## src/ngfe_pkg.sv

```systemverilog
// Package for the NMEA GGA field extractor: result kinds, register
// indexes, character codes and the result word type. No dependencies.
package ngfe_pkg;

	// Result kinds
	typedef enum logic [1:0] {
		KIND_CHAR = 2'd0,
		KIND_END  = 2'd1,
		KIND_NONE = 2'd2
	} kind_t;

	// Configuration register indexes
	typedef enum logic [1:0] {
		REG_LINES = 2'd0,
		REG_FIRST = 2'd1,
		REG_FINAL = 2'd2
	} reg_idx_t;

	localparam int unsigned PADDR_W = 4;
	localparam int unsigned PDATA_W = 32;

	// Register reset values
	localparam logic [3:0] LINES_RESET = 4'd9;
	localparam logic [3:0] FIRST_RESET = 4'd2;
	localparam logic [3:0] FINAL_RESET = 4'd5;

	// Saturation limits of the line counters and header character positions
	localparam logic [2:0] POS_MAX   = 3'd6;
	localparam logic [2:0] POS_HDR0  = 3'd3;
	localparam logic [2:0] POS_HDR1  = 3'd4;
	localparam logic [2:0] POS_HDR2  = 3'd5;
	localparam logic [3:0] COMMA_MAX = 4'd15;

	// Character codes
	localparam logic [7:0] CH_G     = 8'h47;
	localparam logic [7:0] CH_A     = 8'h41;
	localparam logic [7:0] CH_LF    = 8'h0A;
	localparam logic [7:0] CH_CR    = 8'h0D;
	localparam logic [7:0] CH_COMMA = 8'h2C;

	// One result word
	typedef struct packed {
		kind_t      kind;
		logic [7:0] ch;
		logic [3:0] idx;
		logic       last;
	} res_t;

endpackage

```

## src/nmea_gga_field_extractor.sv

```systemverilog
// Top level of the NMEA GGA field extractor: byte parser, output register
// with skid stage, APB register file. Depends on ngfe_pkg.
//
// Channel   Direction  Handshake            Payload
// input     in         in_valid / in_ready  rx_byte
// result    out        out_valid/out_ready  kind, char_out, field_index, last
// config    in (APB)   psel/penable/pready  paddr, pwdata, prdata
//
// One byte is accepted per cycle while in_ready is high. Its result (if any)
// is registered in the output word, or parked in the skid stage on a stall;
// parser state advances in the same cycle the byte is taken. in_ready drops
// only while the skid stage is full. arst_n clears all control state.
module nmea_gga_field_extractor (
	input  logic        clk,
	input  logic        arst_n,
	input  logic        in_valid,
	output logic        in_ready,
	input  logic [7:0]  rx_byte,
	output logic        out_valid,
	input  logic        out_ready,
	output logic [1:0]  kind,
	output logic [7:0]  char_out,
	output logic [3:0]  field_index,
	output logic        last,
	input  logic        psel,
	input  logic        penable,
	input  logic        pwrite,
	input  logic [ngfe_pkg::PADDR_W-1:0] paddr,
	input  logic [ngfe_pkg::PDATA_W-1:0] pwdata,
	output logic [ngfe_pkg::PDATA_W-1:0] prdata,
	output logic        pready
);

	// Configuration registers
	logic [3:0] lines_q, first_q, final_q;
	// Parser state
	logic [3:0] line_count_q;
	logic [2:0] char_pos_q;
	logic       hdr_match_q;
	logic [3:0] comma_count_q;
	logic       found_q;
	logic       capturing_q;
	// Output and skid stages
	logic            out_valid_q, skid_valid_q;
	ngfe_pkg::res_t  out_q, skid_q;

	// Next-state and result of the current byte
	logic [3:0] line_count_d;
	logic [2:0] char_pos_d;
	logic       hdr_match_d;
	logic [3:0] comma_count_d;
	logic       found_d;
	logic       capturing_d;
	logic            res_valid;
	ngfe_pkg::res_t  res;
	logic [3:0] limit;
	logic [4:0] next_line;
	logic       in_range;
	logic       accept;
	logic       cfg_wr;
	ngfe_pkg::reg_idx_t reg_idx;

	assign accept = in_valid && in_ready;
	assign in_ready = !skid_valid_q;

	// Parse one byte
	always_comb begin
		line_count_d  = line_count_q;
		char_pos_d    = char_pos_q;
		hdr_match_d   = hdr_match_q;
		comma_count_d = comma_count_q;
		found_d       = found_q;
		capturing_d   = capturing_q;
		res_valid     = 1'b0;
		res.kind      = ngfe_pkg::KIND_END;
		res.ch        = 8'd0;
		res.idx       = comma_count_q;
		res.last      = 1'b1;
		limit         = (lines_q == 4'd0) ? 4'd1 : lines_q;
		next_line     = {1'b0, line_count_q} + 5'd1;
		in_range      = (comma_count_q >= first_q) && (comma_count_q <= final_q);

		if (rx_byte == ngfe_pkg::CH_LF) begin
			// Line end: force field end, reset line state, maybe close group
			if (capturing_q) begin
				res_valid   = 1'b1;
				capturing_d = 1'b0;
			end
			char_pos_d    = 3'd0;
			hdr_match_d   = 1'b0;
			comma_count_d = 4'd0;
			if (next_line >= {1'b0, limit}) begin
				if (!found_q) begin
					res_valid = 1'b1;
					res.kind  = ngfe_pkg::KIND_NONE;
					res.idx   = 4'd0;
				end
				line_count_d = 4'd0;
				found_d      = 1'b0;
			end else begin
				line_count_d = next_line[3:0];
			end
		end else begin
			if (capturing_q) begin
				// Emit characters and field ends of the chosen sentence
				if (rx_byte == ngfe_pkg::CH_CR) begin
					res_valid   = 1'b1;
					capturing_d = 1'b0;
				end else if (rx_byte == ngfe_pkg::CH_COMMA) begin
					if (in_range) begin
						res_valid = 1'b1;
						res.last  = (comma_count_q == final_q);
						if (comma_count_q == final_q) begin
							capturing_d = 1'b0;
						end
					end
				end else if (in_range) begin
					res_valid = 1'b1;
					res.kind  = ngfe_pkg::KIND_CHAR;
					res.ch    = rx_byte;
					res.last  = 1'b0;
				end
			end else if (char_pos_q == ngfe_pkg::POS_HDR0) begin
				hdr_match_d = (rx_byte == ngfe_pkg::CH_G);
			end else if (char_pos_q == ngfe_pkg::POS_HDR1) begin
				hdr_match_d = hdr_match_q && (rx_byte == ngfe_pkg::CH_G);
			end else if (char_pos_q == ngfe_pkg::POS_HDR2) begin
				// Choose the first GGA line of the group
				if (hdr_match_q && (rx_byte == ngfe_pkg::CH_A) && !found_q) begin
					found_d     = 1'b1;
					capturing_d = 1'b1;
				end
				hdr_match_d = 1'b0;
			end
			if ((rx_byte == ngfe_pkg::CH_COMMA) && (comma_count_q < ngfe_pkg::COMMA_MAX)) begin
				comma_count_d = comma_count_q + 4'd1;
			end
			if (char_pos_q < ngfe_pkg::POS_MAX) begin
				char_pos_d = char_pos_q + 3'd1;
			end
		end
	end

	// Advance parser state on each accepted byte
	always_ff @(posedge clk or negedge arst_n) begin
		if (!arst_n) begin
			line_count_q  <= 4'd0;
			char_pos_q    <= 3'd0;
			hdr_match_q   <= 1'b0;
			comma_count_q <= 4'd0;
			found_q       <= 1'b0;
			capturing_q   <= 1'b0;
		end else if (accept) begin
			line_count_q  <= line_count_d;
			char_pos_q    <= char_pos_d;
			hdr_match_q   <= hdr_match_d;
			comma_count_q <= comma_count_d;
			found_q       <= found_d;
			capturing_q   <= capturing_d;
		end
	end

	// Output register with skid stage: hold on stall, drain skid first
	always_ff @(posedge clk or negedge arst_n) begin
		if (!arst_n) begin
			out_valid_q  <= 1'b0;
			skid_valid_q <= 1'b0;
		end else if (!out_valid_q || out_ready) begin
			if (skid_valid_q) begin
				out_valid_q  <= 1'b1;
				skid_valid_q <= 1'b0;
			end else begin
				out_valid_q <= accept && res_valid;
			end
		end else if (accept && res_valid) begin
			skid_valid_q <= 1'b1;
		end
	end

	always_ff @(posedge clk) begin
		if (!out_valid_q || out_ready) begin
			out_q <= skid_valid_q ? skid_q : res;
		end else if (accept && res_valid) begin
			skid_q <= res;
		end
	end

	assign out_valid   = out_valid_q;
	assign kind        = out_q.kind;
	assign char_out    = out_q.ch;
	assign field_index = out_q.idx;
	assign last        = out_q.last;

	// Register file
	assign pready  = 1'b1;
	assign cfg_wr  = psel && penable && pwrite;
	assign reg_idx = ngfe_pkg::reg_idx_t'(paddr[ngfe_pkg::PADDR_W-1:2]);

	always_ff @(posedge clk or negedge arst_n) begin
		if (!arst_n) begin
			lines_q <= ngfe_pkg::LINES_RESET;
			first_q <= ngfe_pkg::FIRST_RESET;
			final_q <= ngfe_pkg::FINAL_RESET;
		end else if (cfg_wr) begin
			case (reg_idx)
				ngfe_pkg::REG_LINES: lines_q <= pwdata[3:0];
				ngfe_pkg::REG_FIRST: first_q <= pwdata[3:0];
				ngfe_pkg::REG_FINAL: final_q <= pwdata[3:0];
				default: ;
			endcase
		end
	end

	// Read back the addressed register
	always_comb begin
		prdata = '0;
		case (reg_idx)
			ngfe_pkg::REG_LINES: prdata[3:0] = lines_q;
			ngfe_pkg::REG_FIRST: prdata[3:0] = first_q;
			ngfe_pkg::REG_FINAL: prdata[3:0] = final_q;
			default: prdata = '0;
		endcase
	end

endmodule

```

## config.mk

```make
export PLATFORM = sky130hd
export DESIGN_NAME = nmea_gga_field_extractor
export DESIGN_NICKNAME = d
export VERILOG_FILES = /design/src/ngfe_pkg.sv /design/src/nmea_gga_field_extractor.sv
export SDC_FILE = /design/constraint.sdc
export NUM_CORES = 1
export LEC_CHECK = 0
export BUFFER_PORTS_ARGS = -buffer_cell sky130_fd_sc_hd__buf_2
export CELL_PAD_IN_SITES_DETAIL_PLACEMENT = 1
export CELL_PAD_IN_SITES_GLOBAL_PLACEMENT = 1
export CORE_MARGIN = 2
export CORE_UTILIZATION = 25
export CTS_BUF_LIST = sky130_fd_sc_hd__clkbuf_4
export CTS_CLUSTER_SIZE = 12
export DETAILED_ROUTE_END_ITERATION = 16
export PLACE_DENSITY = 0.56
export SLEW_MARGIN = 20
export SYNTH_ARGS = -nofsm -noshare
export SYNTH_HDL_FRONTEND = slang
export SYNTH_SLANG_ARGS = --single-unit
```

## constraint.sdc

```tcl
create_clock -name clk -period 3.8 [get_ports clk]
set_input_delay 0.76 -clock clk [delete_from_list [all_inputs] [get_ports clk]]
set_output_delay 0.76 -clock clk [all_outputs]
set_load 0.01 [all_outputs]
```

==> impl_metrics.tcl, run 1 <==
set metrics [dict create \
    status "completed" \
    die_w_um 119.4 \
    drc 0 \
    ff2ff_path_depth 10 \
    synth_seq_cells 58 \
    final_common_cell "buf_2" \
    yosys_warnings 0 \
    maxSlewHeadroom_pct 37.24 \
    worstSetupStartpointType "register" \
    dieArea_um2 14250 \
    worstPathRequired_ns 3.90 \
    cts_hold_buf 0 \
    period_share_pct 70.99 \
    core_area_um2 13140 \
    fin_cells 542 \
    grt_overflow 0 \
    hp-class "in2async" \
    syn_inst 315 \
    grtUsageTotal_pct 11.36 \
    drt-total-wl_um 7516 \
    clk-insertion-delay-late_ns 0.42 \
    r2r_slack_ns 1.10 \
    syn_area_per_cell_um2 10.56 \
    worstSetupPathType "reg2reg" \
    async_reset_ff_share_pct 48.28 \
    cts_tree "done" \
    viasPerCell 4.515 \
    yosys-top-cells-area "edfxtp_1 27%, dfrtp_1 17%, ha_1 6.8%" \
    areaGrowthSynthToFinish_pct 13.46 \
    cts_root_buffer "clkbuf_4" \
    clk_pin_slew_ns 0.11 \
    antenna_found_initial 0 \
    place_inst 526 \
    num_rows 42 \
    r2r-start "lines_q[3]" \
    place_hpwl_um 5532 \
    leakage_nw 1.623 \
    ys_types 54 \
    die_h_um 119.4 \
    drive_gt1_share_pct 24.59 \
    dr_total_vias 2447 \
    ios 101 \
    hold_viol 0 \
    layout_setup_ws_ns 1.102 \
    ant_nets 0 \
    p_per_area_nw_per_um2 416.1 \
    grt_pass1_wl_um 12740 \
    dp_slack_ns 0.7772 \
    placed_area_um2 3645 \
    syn-cell-area_um2 3327 \
    tns_ns 0 \
    start_util_pct 25.32 \
    ctsResizeCount 0 \
    antenna_cells 0 \
    slew_viol_final 0 \
    portBuffers 41 \
    critPathCaptureType "register" \
    crit_fanout 15 \
    synth_enable_flop_cells 30 \
    ir_worst_vdd_v 0.0001124 \
    grt_max_degree 29 \
    yosys.area.top_type_share_pct 27.08 \
    worst_slew_pin_slew_ns 0.9414 \
    wl_per_cell_um 13.87 \
    timing.fmax_mhz 370.7 \
    drt_iter0_markers 110 \
    clock_sinks 58 \
    cts_setup_buffers 0 \
    synth_top_area_cell "edfxtp_1" \
    final_cell_mix "41 x buf_2, 30 x edfxtp_1, 29 x conb_1, 27 x nand2_1, 23 x dfrtp_1" \
    post-route-min-period_ns 2.698 \
    dr.pass1.iters 4 \
    ys_seq_area_share_pct 48.33 \
    grt_pass1_vias 2536 \
    rsz0062_at_grt "no" \
    finalSetupViolCount 0 \
    cts_htree_levels 3 \
    power_mw 1.571 \
    fin_nets 430 \
    r2r-end "skid_q[1]" \
    clock_path_buffers 2 \
    crit_arrival_ns 2.80 \
    synth_flop_cell "edfxtp_1" \
    drv_cap 0 \
    worst_clock_skew_ns 0.01603 \
    gp_congestion 0.8053 \
    cts_made_buffers 9 \
    final_cell_area_um2 3775 \
]
## per-stage QoR
step,util [%],hold WS (ns)
floorplan,-,0.4644
global placement,27.74,0.4911
detailed placement,27.74,0.5020
CTS,28.73,0.3664
global route,28.73,0.3881
finish,28.73,0.3639
## per-layer routing
metal  vias to the layer above  track usage, %  wire length (um)
li1                       1165               -                 -
met1                      1214           14.17              3450
met2                        50           18.75              3620
met3                        18           2.347               243
met4                         0           5.441               201
met5                         -               0                 0
## cells in the mapped netlist (3+ instances only)
library cell / n
buf_4: 29
xnor2_1: 3
mux2i_1: 6
inv_1: 22
nor4_1: 3
nand3_1: 9
nor2_1: 14
nor2b_1: 4
a31oi_1: 5
dfrtp_1: 23
dfstp_2: 5
and2_1: 13
o21ai_0: 19
nand2_1: 27
a21oi_1: 7
edfxtp_1: 30
ha_1: 18
o31ai_1: 5
clkbuf_1: 8
mux2_2: 6
a32o_1: 3
nor3_1: 6
nand2b_1: 6
a31o_2: 7
## report_power, final
| group | switching, mW | total, mW | internal (mW) |
|---|---|---|---|
| Sequential | 0.0475 | 0.775 | 0.727 |
| Clock | 0.235 | 0.444 | 0.209 |
| Combinational | 0.205 | 0.352 | 0.146 |
| Total | 0.488 | 1.57 | 1.08 |
## cells by family (layout without fill, tap and decap cells)
logic type / after synthesis / after routing / share of synthesized area (%)
other: 2 / 29 / 0.2257
adders and majority gates: 18 / 18 / 6.770
DFF: 58 / 58 / 48.33
and+or+nand+nor: 100 / 100 / 16.66
muxes: 12 / 12 / 3.836
AOI/OAI and AO/OA: 61 / 61 / 13.05
xor gates and xnor gates: 4 / 4 / 1.053
buffers and inverters: 60 / 84 / 10.08
## state kept, by name, indices dropped and copies added, names as in the netlist, 2 cells and up
register,flops
field_index,4
char_pos_q,3
comma_count_q,4
final_q,4
kind,2
char_out,8
first_q,4
lines_q,4
skid_q,15
line_count_q,4
## worst max-delay path: stages, from the launching register on
cell and delay (ns):
dfstp_2 0.54, inv_1 0.06, a31o_2 0.24, ha_1 0.26, nand2b_1 0.09, a211oi_1 0.07
o21a_1 0.19, buf_4 0.17, o31a_1 0.34, nor4_2 0.14, buf_4 0.29
## worst max path at each step
stage	from	to	slack, ns	depth (start not counted)
4_1_cts	lines_q[3]	skid_q[1]	1.06	10
5_1_grt	lines_q[3]	skid_q[1]	0.91	10
3_5_place_dp	rx_byte[4]	skid_q[12]	0.78	6
6_report	lines_q[3]	skid_q[1]	1.10	10
2_1_floorplan	rx_byte[4]	skid_q[0]	0.42	5
3_3_place_gp	rx_byte[4]	skid_q[12]	0.79	6
## area by class of cell
class / instances / area, um^2
timing repair buffer: 46 / 242.7
inverter: 22 / 82.58
fill: 1523 / 9363
sequential: 58 / 1608
tap: 176 / 220.2
clock inverter: 5 / 47.55
multi-input combinational: 224 / 1491
clock buffer: 11 / 82.58
(Power assumes the default switching activity.)
==> inputs of run 2 (changes only) <==
--- a/config.mk
+++ b/config.mk
@@ -13,7 +13,7 @@
 export CTS_BUF_LIST = sky130_fd_sc_hd__clkbuf_4
 export CTS_CLUSTER_SIZE = 12
 export DETAILED_ROUTE_END_ITERATION = 16
-export PLACE_DENSITY = 0.56
+export PLACE_DENSITY = 0.54
 export SLEW_MARGIN = 20
 export SYNTH_ARGS = -nofsm -noshare
 export SYNTH_HDL_FRONTEND = slang
==> constraint.sdc (replaced) <==
create_clock -name clk -period 2.5 [get_ports clk]
set_input_delay 0.5 -clock clk [delete_from_list [all_inputs] [get_ports clk]]
set_output_delay 0.5 -clock clk [all_outputs]
set_load 0.01 [all_outputs]
==> run 2 against run 1 <==
The run now ends with negative setup slack left. Clock skew fell by 0.0026 ns. Hold slack got worse by 0.24 ns. Via count rose by 2.9%. Die area did not move. Global-route usage rose by 0.57 points. Cell area rose by 7.7%. Non-clock buffer count rose by 27.
==> impl_metrics.tcl, run 2 (synthesized netlist as in run 1, its figures left out) <==
set metrics [dict create \
    gp_congestion 0.7555 \
    final_cell_mix "41 x buf_2, 30 x edfxtp_1, 30 x buf_4, 29 x conb_1, 27 x nand2_1" \
    core_area_um2 13140 \
    cts_made_buffers 9 \
    critPathCaptureType "register" \
    pwr-share-seq_pct 48.0 \
    clock_sinks 58 \
    hold_viol 0 \
    place_hpwl_um 5938 \
    swShare_pct 30.63 \
    crit_fanout 6 \
    grt_max_degree 29 \
    clk_pin_slew_ns 0.10 \
    worstSetupStartpointType "register" \
    worstSetupPathType "reg2reg" \
    final_cell_area_um2 4065 \
    worst_clock_skew_ns 0.01346 \
    grt_overflow 0 \
    use_met3_pct 2.634 \
    ir_worst_vdd_v 0.0002027 \
    post-route-min-period_ns 2.576 \
    top_usage_layer "met2" \
    top_register "skid_q" \
    grt_pass1_wl_um 13250 \
    p_per_area_nw_per_um2 604.0 \
    period_share_pct 103.1 \
    die_h_um 119.4 \
    pwr-share-clk_pct 27.1 \
    grtUsageTotal_pct 11.93 \
    violations "negative setup slack" \
    status "complete, but fails checks" \
    wl_per_cell_um 13.88 \
    internal_power_mw 1.703 \
    fin_nets 457 \
    largest_register_ffs 15 \
    areaGrowthSynthToFinish_pct 22.19 \
    layout_setup_ws_ns -0.07641 \
    ios 101 \
    antenna_found_initial 1 \
    maxSlewHeadroom_pct 54.75 \
    hp-class "in2async" \
    num_rows 42 \
    portBuffers 41 \
    cts_tree "done" \
    place_inst 552 \
    cts_root_buffer "clkbuf_4" \
    placed_area_um2 3874 \
    die_w_um 119.4 \
    fin_cells 570 \
    whs_ns 0.1264 \
    dieArea_um2 14250 \
    power_switching_mw 0.7520 \
    dr_total_vias 2519 \
    dr.pass1.iters 4 \
    p_comb_share_pct 24.9 \
    drt-total-wl_um 7911 \
    start_util_pct 25.32 \
    leakage_nw 1.779 \
    finalSetupViolCount 15 \
    drv_cap 0 \
    worst_slew_pin_slew_ns 0.6787 \
    clk-insertion-delay-late_ns 0.40 \
    timing.fmax_mhz 388.1 \
    grtUsageMet2_pct 19.72 \
    cts_hold_buf 0 \
    worstPathRequired_ns 2.62 \
    viasPerCell 4.419 \
    cts_htree_levels 3 \
    drive_gt1_share_pct 31.81 \
    met1_usage_pct 15.14 \
    clock_path_buffers 2 \
    rsz0062_at_grt "yes" \
    ff2ff_path_depth 9 \
    drc 0 \
    drt_iter0_markers 140 \
    grt_pass1_vias 2624 \
    slew_viol_final 0 \
    final_common_cell "buf_2" \
    dp_slack_ns -0.2185 \
    ant_nets 0 \
    crit_arrival_ns 2.69 \
]
[run 2: area by class of cell]
cell class	instances	area (um^2)
clock buffers	11	82.58
well taps	176	220.2
fillers	1516	9072
clock inverters	5	46.29
multi-input cells	224	1553
inverters	22	82.58
diodes	1	2.502
flip-flops and latches	58	1608
repair buffers	73	470.5
[run 2: power by group through the flow]
stage,combinational [mW],clock (mW),sequential [mW]
global placement,0.555,0,1.20
detailed placement,0.584,0,1.20
global route,0.693,0.748,1.19
finish,0.612,0.666,1.18
floorplan,0.422,0,1.18
CTS,0.621,0.697,1.18
[run 2: through the flow]
step | setup TNS [ns] | utilization [%] | power (mW)
floorplan | -4.455 | - | 1.600
global placement | -3.068 | 29.49 | 1.750
detailed placement | -3.436 | 29.49 | 1.781
CTS | -1.489 | 30.83 | 2.496
global route | -2.467 | 30.94 | 2.633
finish | -0.9098 | 30.94 | 2.455
[run 2: repair_timing]
action,4_1_cts,5_1_grt
setup endpoints to repair,17,18
setup buffers,1,0
gates resized for setup,6,3
pin swaps,0,1
[run 2: metal layers]
layer / vias to the layer above / part of all wire, % / wire length (um)
li1: 1221 / - / -
met1: 1241 / 48 / 3773
met2: 48 / 47 / 3736
met3: 9 / 3.2 / 250
met4: 0 / 1.9 / 150
met5: - / 0 / 0
[run 2: final timing paths]
| check | end | startpoint | slack [ns] |
|---|---|---|---|
| worst max-delay path | skid_q[1] | lines_q[3] | -0.08 |
| worst min-delay path | lines_q[2] | arst_n | 0.13 |
| worst max register to register | skid_q[1] | lines_q[3] | -0.08 |
| worst min register to register | hdr_match_q | hdr_match_q | 0.52 |
| max in group asynchronous | line_count_q[1] | arst_n | 1.93 |
| min in group clk | lines_q[3] | pwdata[3] | 0.35 |
[run 2: worst max-delay path, stage by stage, from the launching register on]
cell,delay [ns]
dfstp_2,0.55
inv_2,0.04
a31o_4,0.24
ha_4,0.25
nand2b_4,0.11
a211oi_2,0.06
o21a_2,0.24
o31a_1,0.33
nor4_4,0.25
buf_4,0.22
